`src/sv/adaptive_kickstart_motor_duty_top_defines.svh`:
```
//------------------------------------------------------------------------------
// Assertion macros for the adaptive kick-start motor duty block
// Clocked on clk, disabled while rst_n is low.
//------------------------------------------------------------------------------
`ifndef ADAPTIVE_KICKSTART_MOTOR_DUTY_TOP_DEFINES_SVH
`define ADAPTIVE_KICKSTART_MOTOR_DUTY_TOP_DEFINES_SVH

// consequent must hold in the same cycle as the antecedent
`define AKMD_ASSERT_SAME(label, ante, cons) \
    label: assert property (@(posedge clk) disable iff (!rst_n) (ante) |-> (cons)) \
        else $error("akmd assertion failed (same cycle)");

// consequent must hold in the cycle after the antecedent
`define AKMD_ASSERT_NEXT(label, ante, cons) \
    label: assert property (@(posedge clk) disable iff (!rst_n) (ante) |=> (cons)) \
        else $error("akmd assertion failed (next cycle)");

`endif

```
`src/sv/akmd_pkg.sv`:
```
//------------------------------------------------------------------------------
// akmd_pkg
// Types, constants and Q0.16 helpers for the adaptive kick-start duty block.
//------------------------------------------------------------------------------
package akmd_pkg;

    localparam int INTERVAL_W = 19;
    localparam int DUTY_W     = 16;
    localparam int COUNT_W    = 12;
    localparam int CFG_IDX_W  = 2;
    localparam int CFG_DATA_W = 19;

    typedef enum logic [2:0] {
        DEC_KICK     = 3'd0,
        DEC_RECOVER  = 3'd1,
        DEC_TOO_SLOW = 3'd2,
        DEC_TOO_FAST = 3'd3,
        DEC_ON_TGT   = 3'd4
    } decision_t;

    typedef enum logic [CFG_IDX_W-1:0] {
        CFG_TARGET   = 2'd0,
        CFG_MIN_DUTY = 2'd1,
        CFG_MAX_DUTY = 2'd2
    } cfg_index_t;

    // Q1.16 multipliers, round(c * 65536)
    localparam logic [16:0] MUL_KICK_UP    = 17'd65864;  // 1.005
    localparam logic [16:0] MUL_KICK_DOWN  = 17'd64881;  // 0.99
    localparam logic [16:0] MUL_BOOST      = 17'd66191;  // 1.01
    localparam logic [16:0] MUL_STALL_DOWN = 17'd65529;  // 0.9999

    localparam logic [DUTY_W-1:0]     KICK_RESET   = 16'd39322;
    localparam logic [DUTY_W-1:0]     STALL_RESET  = 16'd32768;
    localparam logic [DUTY_W-1:0]     MIN_RESET    = 16'd655;
    localparam logic [DUTY_W-1:0]     MAX_RESET    = 16'd45875;
    localparam logic [INTERVAL_W-1:0] TARGET_RESET = 19'd100000;

    // (x * m + 0.5) >> 16, result fits 17 bits
    function automatic logic [16:0] q16_scale(input logic [15:0] x, input logic [16:0] m);
        logic [33:0] prod;
        prod = 34'(x) * 34'(m) + 34'd32768;
        return prod[32:16];
    endfunction

    function automatic logic [15:0] sat16(input logic [16:0] x);
        return x[16] ? 16'hFFFF : x[15:0];
    endfunction

endpackage

```
`src/sv/adaptive_kickstart_motor_duty_top.sv`:
```
//------------------------------------------------------------------------------
// adaptive_kickstart_motor_duty_top
// Per-revolution duty controller with adaptive kick and stall levels.
//------------------------------------------------------------------------------
// One input word arrives per motor revolution with the measured interval, the
// stall flag and the duty that was applied. The block answers each word with
// exactly one output word: the next PWM compare value, the decision taken
// (kick, post-stall recovery, too slow, too fast, on target) and the adaptive
// stall level after the update. It is a three-register pipeline: input
// register, decision/state register (where the kick level, stall level and
// previous stall/duty are updated), and output register holding the scaled
// PWM count. A new word is accepted every clock cycle while the output is not
// back-pressured; each word passes the input and decision registers and is
// then held valid in the output register until it is taken. The rate is set
// by the state loop, which closes through the Q0.16 scalers and the clamp.
// Back-pressure on the output side stalls the stages one at a time, so empty
// stages keep filling. Configuration registers are written through a simple
// write port and are meant to be changed only while the pipeline is empty.
`include "adaptive_kickstart_motor_duty_top_defines.svh"

module adaptive_kickstart_motor_duty_top #(
    parameter int PWM_FULL_SCALE = 4095,
    parameter int INTERVAL_BITS  = 19
) (
    input  logic                            clk,
    input  logic                            rst_n,
    // configuration write port
    input  logic                            cfg_wr_en,
    input  logic [akmd_pkg::CFG_IDX_W-1:0]  cfg_index,
    input  logic [akmd_pkg::CFG_DATA_W-1:0] cfg_data,
    // input stream
    input  logic                            s_tvalid,
    output logic                            s_tready,
    input  logic [39:0]                     s_tdata,  // interval_us 18:0, applied_duty_q16 34:19
    input  logic                            s_tuser,  // stalled
    // output stream
    output logic                            m_tvalid,
    input  logic                            m_tready,
    output logic [31:0]                     m_tdata,  // duty_count 11:0, stall_level_q16 27:12
    output logic [2:0]                      m_tuser   // decision
);
    import akmd_pkg::*;

    localparam int CMP_BITS = (INTERVAL_BITS < INTERVAL_W) ? INTERVAL_BITS : INTERVAL_W;

    // configuration
    logic [INTERVAL_W-1:0] target_reg;
    logic [DUTY_W-1:0]     min_duty_reg;
    logic [DUTY_W-1:0]     max_duty_reg;

    always_ff @(posedge clk or negedge rst_n)
    begin
        if (!rst_n)
        begin
            target_reg   <= TARGET_RESET;
            min_duty_reg <= MIN_RESET;
            max_duty_reg <= MAX_RESET;
        end
        else if (cfg_wr_en)
        begin
            case (cfg_index)
                CFG_TARGET:   target_reg   <= cfg_data;
                CFG_MIN_DUTY: min_duty_reg <= cfg_data[DUTY_W-1:0];
                CFG_MAX_DUTY: max_duty_reg <= cfg_data[DUTY_W-1:0];
                default:      ;  // unmapped index, ignored
            endcase
        end
    end

    // pipeline handshake: each stage loads when it is empty or draining
    logic a_valid_reg, b_valid_reg, c_valid_reg;
    logic ready_a, ready_b, ready_c;
    logic s_fire, a_fire, b_fire;

    assign ready_c  = !c_valid_reg || m_tready;
    assign ready_b  = !b_valid_reg || ready_c;
    assign ready_a  = !a_valid_reg || ready_b;
    assign s_tready = ready_a;
    assign s_fire   = s_tvalid && ready_a;
    assign a_fire   = a_valid_reg && ready_b;
    assign b_fire   = b_valid_reg && ready_c;

    // stage A: input register
    logic [INTERVAL_W-1:0] a_interval_reg;
    logic                  a_stalled_reg;
    logic [DUTY_W-1:0]     a_applied_reg;

    always_ff @(posedge clk or negedge rst_n)
    begin
        if (!rst_n)
            a_valid_reg <= 1'b0;
        else if (ready_a)
            a_valid_reg <= s_tvalid;
    end

    always_ff @(posedge clk)
    begin
        if (s_fire)
        begin
            a_interval_reg <= s_tdata[INTERVAL_W-1:0];
            a_applied_reg  <= s_tdata[INTERVAL_W+DUTY_W-1:INTERVAL_W];
            a_stalled_reg  <= s_tuser;
        end
    end

    // adaptive state
    logic [DUTY_W-1:0] kick_reg, kick_next;
    logic [DUTY_W-1:0] stall_reg, stall_next;
    logic              prev_stalled_reg;
    logic [DUTY_W-1:0] prev_duty_reg;

    logic [DUTY_W-1:0] kick_up, kick_down, stall_down;
    logic [16:0]       boost;
    logic [16:0]       duty_raw;
    logic [DUTY_W-1:0] duty_clamped;
    decision_t         decision_next;
    logic [CMP_BITS-1:0] interval_cmp, target_cmp;

    assign kick_up      = sat16(q16_scale(kick_reg, MUL_KICK_UP));
    assign kick_down    = sat16(q16_scale(kick_reg, MUL_KICK_DOWN));
    assign stall_down   = sat16(q16_scale(stall_reg, MUL_STALL_DOWN));
    assign boost        = q16_scale(stall_reg, MUL_BOOST);
    assign interval_cmp = a_interval_reg[CMP_BITS-1:0];
    assign target_cmp   = target_reg[CMP_BITS-1:0];

    always_comb
    begin
        kick_next  = kick_reg;
        stall_next = stall_reg;
        if (a_stalled_reg)
        begin
            decision_next = DEC_KICK;
            duty_raw      = {1'b0, kick_reg};
            kick_next     = kick_up;
            // remember the last running duty as the new stall floor
            if (!prev_stalled_reg && (prev_duty_reg > stall_reg))
                stall_next = prev_duty_reg;
        end
        else if (prev_stalled_reg)
        begin
            decision_next = DEC_RECOVER;
            duty_raw      = boost;
            kick_next     = kick_down;
        end
        else if (interval_cmp > target_cmp)
        begin
            decision_next = DEC_TOO_SLOW;
            duty_raw      = boost;
        end
        else if (interval_cmp < target_cmp)
        begin
            decision_next = DEC_TOO_FAST;
            duty_raw      = boost;
            stall_next    = stall_down;
        end
        else
        begin
            decision_next = DEC_ON_TGT;
            duty_raw      = {1'b0, a_applied_reg};
        end

        // when the limits cross, values below min get min and all others get max
        if (duty_raw < {1'b0, min_duty_reg})
            duty_clamped = min_duty_reg;
        else if (duty_raw > {1'b0, max_duty_reg})
            duty_clamped = max_duty_reg;
        else
            duty_clamped = duty_raw[DUTY_W-1:0];
    end

    always_ff @(posedge clk or negedge rst_n)
    begin
        if (!rst_n)
        begin
            kick_reg         <= KICK_RESET;
            stall_reg        <= STALL_RESET;
            prev_stalled_reg <= 1'b1;
            prev_duty_reg    <= '0;
        end
        else if (a_fire)
        begin
            kick_reg         <= kick_next;
            stall_reg        <= stall_next;
            prev_stalled_reg <= a_stalled_reg;
            prev_duty_reg    <= a_applied_reg;
        end
    end

    // stage B: decision register
    logic [DUTY_W-1:0] b_duty_reg;
    decision_t         b_decision_reg;
    logic [DUTY_W-1:0] b_stall_reg;

    always_ff @(posedge clk or negedge rst_n)
    begin
        if (!rst_n)
            b_valid_reg <= 1'b0;
        else if (ready_b)
            b_valid_reg <= a_valid_reg;
    end

    always_ff @(posedge clk)
    begin
        if (a_fire)
        begin
            b_duty_reg     <= duty_clamped;
            b_decision_reg <= decision_next;
            b_stall_reg    <= stall_next;
        end
    end

    // stage C: scale to PWM counts, output register
    logic [31:0]        count_prod;
    logic [COUNT_W-1:0] c_count_reg;
    decision_t          c_decision_reg;
    logic [DUTY_W-1:0]  c_stall_reg;

    assign count_prod = {16'd0, b_duty_reg} * 32'(PWM_FULL_SCALE);

    always_ff @(posedge clk or negedge rst_n)
    begin
        if (!rst_n)
            c_valid_reg <= 1'b0;
        else if (ready_c)
            c_valid_reg <= b_valid_reg;
    end

    always_ff @(posedge clk)
    begin
        if (b_fire)
        begin
            c_count_reg    <= count_prod[DUTY_W+COUNT_W-1:DUTY_W];
            c_decision_reg <= b_decision_reg;
            c_stall_reg    <= b_stall_reg;
        end
    end

    assign m_tvalid = c_valid_reg;
    assign m_tdata  = {4'd0, c_stall_reg, c_count_reg};
    assign m_tuser  = c_decision_reg;

    // checks
    `AKMD_ASSERT_SAME(a_full_when_blocked, !s_tready,
        a_valid_reg && b_valid_reg && c_valid_reg)
    `AKMD_ASSERT_NEXT(a_kick_never_drops, a_fire && a_stalled_reg,
        kick_reg >= $past(kick_reg))
    `AKMD_ASSERT_NEXT(a_stall_level_held,
        a_fire && decision_next != DEC_TOO_FAST && decision_next != DEC_KICK,
        stall_reg == $past(stall_reg))
    `AKMD_ASSERT_NEXT(a_duty_in_limits, a_fire && min_duty_reg <= max_duty_reg,
        b_duty_reg >= $past(min_duty_reg) && b_duty_reg <= $past(max_duty_reg))

endmodule
```
`config.mk`:
```
export PLATFORM = sky130hd
export DESIGN_NAME = adaptive_kickstart_motor_duty_top
export DESIGN_NICKNAME = d
export VERILOG_FILES = /design/src/sv/akmd_pkg.sv /design/src/sv/adaptive_kickstart_motor_duty_top.sv
export VERILOG_INCLUDE_DIRS = /design/src /design/src/sv
export SDC_FILE = /design/constraint.sdc
export NUM_CORES = 2
export LEC_CHECK = 0
export BUFFER_PORTS_ARGS = -buffer_cell sky130_fd_sc_hd__buf_4
export CORE_UTILIZATION = 35
export DETAILED_ROUTE_END_ITERATION = 10
export MAX_ROUTING_LAYER = met4
export PLACE_DENSITY = 0.57
export REMOVE_ABC_BUFFERS = 1
export SYNTH_ARGS = -nofsm -noshare
export SYNTH_HDL_FRONTEND = slang
export SYNTH_SLANG_ARGS = --single-unit
```
`constraint.sdc`:
```
create_clock -name clk -period 22.7 [get_ports clk]
set_input_delay 2.27 -clock clk [delete_from_list [all_inputs] [get_ports clk]]
set_output_delay 2.27 -clock clk [all_outputs]
set_load 0.02 [all_outputs]
```
* Word level (Yosys, flattened, before mapping)
Index checks and enable logic that the tools add are counted.
** Word-level totals
- Flip-flop bits (word level) :: 205
- Bits of input ports :: 67
- Logic and storage cells :: 75
** Cells by class
- Add/subtract/negate cells :: 4
- Multipliers :: 5
- Magnitude comparators :: 5
- Equal/unequal tests :: 2
- Multiplexer cells :: 19
- Reduce and logical (&&, ||, !) cells :: 19
** Operator list (count)
- $mux W16 :: 12
- $mux W17 :: 4
- $add A32 B16 Y33 const B :: 2
- $add A33 B16 Y33 const B :: 2
- $mul A16 B16 Y32 const B :: 2
- $mul A16 B17 Y33 const B :: 1
- $mul A16 B14 Y30 const B :: 1
- $mul A16 B12 Y28 const B :: 1
- $gt A19 B19 Y1 :: 1
- $lt A19 B19 Y1 :: 1
- $gt A17 B16 Y1 :: 1
- $lt A17 B16 Y1 :: 1
- $gt A16 B16 Y1 :: 1
- $reduce_and A2 Y1 :: 4
- $logic_and A1 B1 Y1 :: 4
- $logic_not A1 Y1 :: 4
- $logic_or A1 B1 Y1 :: 3
- $mux W3 :: 1
- $reduce_or A3 Y1 :: 1
- $eq A2 B1 Y1 const B :: 1
- $eq A2 B2 Y1 const B :: 1
- $logic_not A2 Y1 :: 1
- $mux W2 :: 1
- $reduce_bool A2 Y1 :: 1
- 2 further kinds :: 2

* Longest topological paths before layout
- Word-level depth :: 9
- Mapped depth :: 32
- Gate-level depth less buffers :: 31

* Worst setup path before layout
Ideal clock, no wire load.
- Kind :: register to register
- Start :: reg stall_reg[15]
- End :: reg b_duty_reg[11], data pin
- Arrival :: 7430 ps
- Required time :: 22428 ps
- Slack :: 14998 ps
- Stages on the path, launching flop included :: 33
- Path buffers :: 1
- Period minus slack after synthesis :: 7702 ps
- Path through :: dfstp_2 inv_1 ha_1 fa_1 inv_1 fa_1 inv_1 fa_1 inv_1 ha_1 ha_1 ha_1 a21o_1 a21o_1 a21oi_1 o22ai_1 a311o_1 and3_1 or2_2 a41oi_1 and2_1 ha_1 a21o_1 a21o_1 a21oi_1 nor2b_1 o21ai_0 nand2b_1 a221oi_1 o211ai_1 clkbuf_1 o211ai_1 o221ai_1
** On the way
- Cells in the longest elaborated chain, start to end :: 9
- Elaborated cells between the ends (all ways) :: 10
- Those cells by class :: add/sub (1); mul (1); order compare (2); mux (6)
** Ends and longest elaborated chain
- from (decl) :: RTL line adaptive_kickstart_motor_duty_top.sv:108 : logic [DUTY_W-1:0] stall_reg, stall_next;
- from (signal assigned) :: RTL line adaptive_kickstart_motor_duty_top.sv:183 : stall_reg <= stall_next;
- $mul A16 B17 Y33 * :: RTL line akmd_pkg.sv:42 : prod = 34'(x) * 34'(m) + 34'd32768;
- $add A33 B16 Y33 * :: RTL line akmd_pkg.sv:42
- $mux W17 :: RTL line adaptive_kickstart_motor_duty_top.sv:150 : else if (interval_cmp < target_cmp)
- $mux W17 :: RTL line adaptive_kickstart_motor_duty_top.sv:145 : else if (interval_cmp > target_cmp)
- $mux W17 * :: RTL line adaptive_kickstart_motor_duty_top.sv:139 : else if (prev_stalled_reg)
- $mux W17 * :: RTL line adaptive_kickstart_motor_duty_top.sv:130 : if (a_stalled_reg)
- $gt A17 B16 Y1 :: RTL line adaptive_kickstart_motor_duty_top.sv:165 : else if (duty_raw > {1'b0, max_duty_reg})
- $mux W16 :: RTL line adaptive_kickstart_motor_duty_top.sv:165
- $mux W16 * :: RTL line adaptive_kickstart_motor_duty_top.sv:163 : if (duty_raw < {1'b0, min_duty_reg})
- net duty_clamped[11] :: RTL line adaptive_kickstart_motor_duty_top.sv:115 : logic [DUTY_W-1:0] duty_clamped;
- to (signal assigned) :: RTL line adaptive_kickstart_motor_duty_top.sv:206 : b_duty_reg <= duty_clamped;
- to (decl) :: RTL line adaptive_kickstart_motor_duty_top.sv:190 : logic [DUTY_W-1:0] b_duty_reg;
The timed path passes the listed nets; every way through them passes the cells marked *.
A chain may end at the register's enable or synchronous reset.

* Final worst setup path
Same ends and word-level chain as after synthesis.

==> out/results.ini <==
[outcome]
outcome = complete, no violations

[global_routing]
grt_pass1_wl_mm = 116
grt_usage = 0.181
met3_usage = 0.0200
antenna_found_initial = 0
grt.busiest_layer = met2
grt_max_degree = 61
grt_pass1_vias = 21000
grt_util_met1 = 0.246
met2_usage = 0.294
gr-total-overflow = 0

[worst_setup_path]
critPathMaxFanout = 19
path_buf_inv = 5
crit_path_max_incr_delay_ns = 0.82
cp-start-kind = flip-flop
cpLargestDelayFamily = adder cells
path_common_cell = ha_1
cp.required_ns = 23.01
worstSetupPathType = flip-flop to flip-flop
arrival_ns = 9.47
cp_slowest_cell = dfstp_2
endpoint_kind = flip-flop

[logic_synthesis]
ys_ff_latch = 205
avgSynthCellArea_um2 = 10.2
yosysTopAreaCell = fa_1
ys_warn_count = 0
synth_compound_area_frac = 0.114
synthMuxAreaShare = 0.0211
synth_cells = 2835
synth_xor_area_frac = 0.0202
ys.flop_type = edfxtp_1
yosysSeqAreaShare = 0.195
synthArstFlopShare = 0.502
yosys.area_share.simple = 0.0797
synth_top_family_by_area = adder cells
netlist_area_um2 = 29100
synthTopCellsByArea = fa_1, ha_1, edfxtp_1
yosysTopAreaCellShare = 0.253
synthAdderAreaFrac = 0.486
synth.distinct_cells = 89
synth_edf_count = 102

[detailed_routing]
num_vias = 20200
wl_mm = 72.1
dr.pass1.iters = 5
drt_iter0_markers = 1132
drt-vias-per-instance = 5.01
wl_per_cell_um = 17.9
antenna_left = 0
drc = 0

[layout]
antenna_cells = 0
utilization = 0.391
nets = 3906
drive_gt1_frac = 0.0931
synthToLayoutAreaGrowth_pct = 10.4
seq_area_um2 = 5680
final_cell_mix = inv_1, ha_1, fa_1
stdcell_count = 4024
multiInputGateArea_um2 = 21000
fill_cells = 8125
final_common_cell = inv_1

[run]
drv_cap = 0

[clocking]
cts_resized = 0
cts.hold.buffers_added = 0
cts.sinks = 205
clockRootBuffer = clkbuf_16
cts_made_buffers = 29
cts_tree = done
htreeDepth = 1
clock_latency_ns = 0.61
clkTransAtPathRegs_ns = 0.06
clockBufferDepth = 3
post_cts_buffers = 0

[floorplanning]
dieWidth_um = 290
die_h_um = 290
initial_utilization = 0.354
coreArea_um2 = 82100
ioPinCount = 104
num_rows = 105
dieArea_um2 = 84200

[sta]
skew_ns = 0.0203
hold_violations = 0
period_share = 0.404
fin_crit_ns = 9.16
final_max_slew_viol_count = 0
clock.fmax_ghz = 0.109
worstMarginPinSlew_ns = 1.14
rsz0062_at_grt = no
relSlewSlack = 0.241
final.setup.tns_ns = 0
hold_slack_ns = 0.407
setup_violations = 0

[worst_hold_path]
hold_class = flip-flop to flip-flop

[place]
place_hpwl_mm = 59.0
place.gp.congestion = 0.888
port_buffers = 94
dp_cells = 3970

## cell type report
cell class	instances	share of cell area
repair buffers	120	0.0281
well taps	1070	0.0417
clock buffers	35	0.0246
multi-input cells	1996	0.654
inverters	579	0.0678
flip-flops and latches	205	0.177
clock inverters	19	0.00694
## synthesized netlist by cell type (all sizes together) (5+ instances only)
master / instances
o211ai: 17
ha: 541
dfrtp: 72
a22oi: 6
nand3b: 5
buf: 9
and2: 13
and4: 6
o22ai: 23
mux2: 34
o2111ai: 5
xor2: 21
nand2b: 12
or3: 13
dfstp: 31
nor2: 94
inv: 579
or2: 9
o21a: 32
fa: 367
a211oi: 17
a21boi: 14
nand2: 130
a21o: 57
o31ai: 13
a31oi: 41
nand3: 58
xnor2: 46
a21oi: 86
o21bai: 8
and3: 22
nor2b: 14
o21ai: 124
edfxtp: 102
mux2i: 23
or4: 8
clkbuf: 49
nor4: 7
nor3: 36
nand4: 28
a221oi: 8
## routing by layer
metal	wire [um]	vias up
li1	-	9788
met1	34000	9994
met2	34100	333
met3	2730	63
met4	1280	0
met5	0	-
## worst paths after layout
| path | startpoint | end | slack (ns) | cells after the start |
|---|---|---|---|---|
| worst min register to register | b_stall_reg[11]$_DFFE_PP_ | c_stall_reg[11]$_DFFE_PP_ | 0.41 | 0 |
| max in group asynchronous | rst_n | prev_duty_reg[14]$_DFFE_PN0P_ | 19.66 | 2 |
| min in group asynchronous | rst_n | target_cmp[14]$_DFFE_PN0P_ | 1.71 | 1 |
| worst max-delay path | stall_reg[15]$_DFFE_PN1P_ | b_duty_reg[11]$_DFFE_PP_ | 13.54 | 32 |
| worst max register to register | stall_reg[15]$_DFFE_PN1P_ | b_duty_reg[11]$_DFFE_PP_ | 13.54 | 32 |
| worst min-delay path | b_stall_reg[11]$_DFFE_PP_ | c_stall_reg[11]$_DFFE_PP_ | 0.41 | 0 |
## kinds of logic after synthesis
group           Yosys count
compound gates          498
flops                   205
xor+xnor                 67
mux                      57
other cells               1
simple gates            462
fa+ha+maj               908
buf+inv                 637
## worst reg2reg max path: cells and delay by family (launching register included)
kind | cells | cell delay, ns
AOI/OAI and AO/OA | 14 | 3.03
DFF | 1 | 0.82
buffers and inverters | 5 | 0.84
and+or+nand+nor | 5 | 0.90
adders and majority gates | 8 | 3.28
## metrics by stage
step           cell area (um^2)  worst slack (ns)
2_1_floorplan             28800             14.54
5_1_grt                   32100             12.83
6_report                  32100             13.54
4_1_cts                   32100             13.53
3_3_place_gp              31100             13.59
3_5_place_dp              31100             13.56
Power is not shown: default switching activity piles up to over one toggle a cycle in this logic, so the estimate is an artifact.
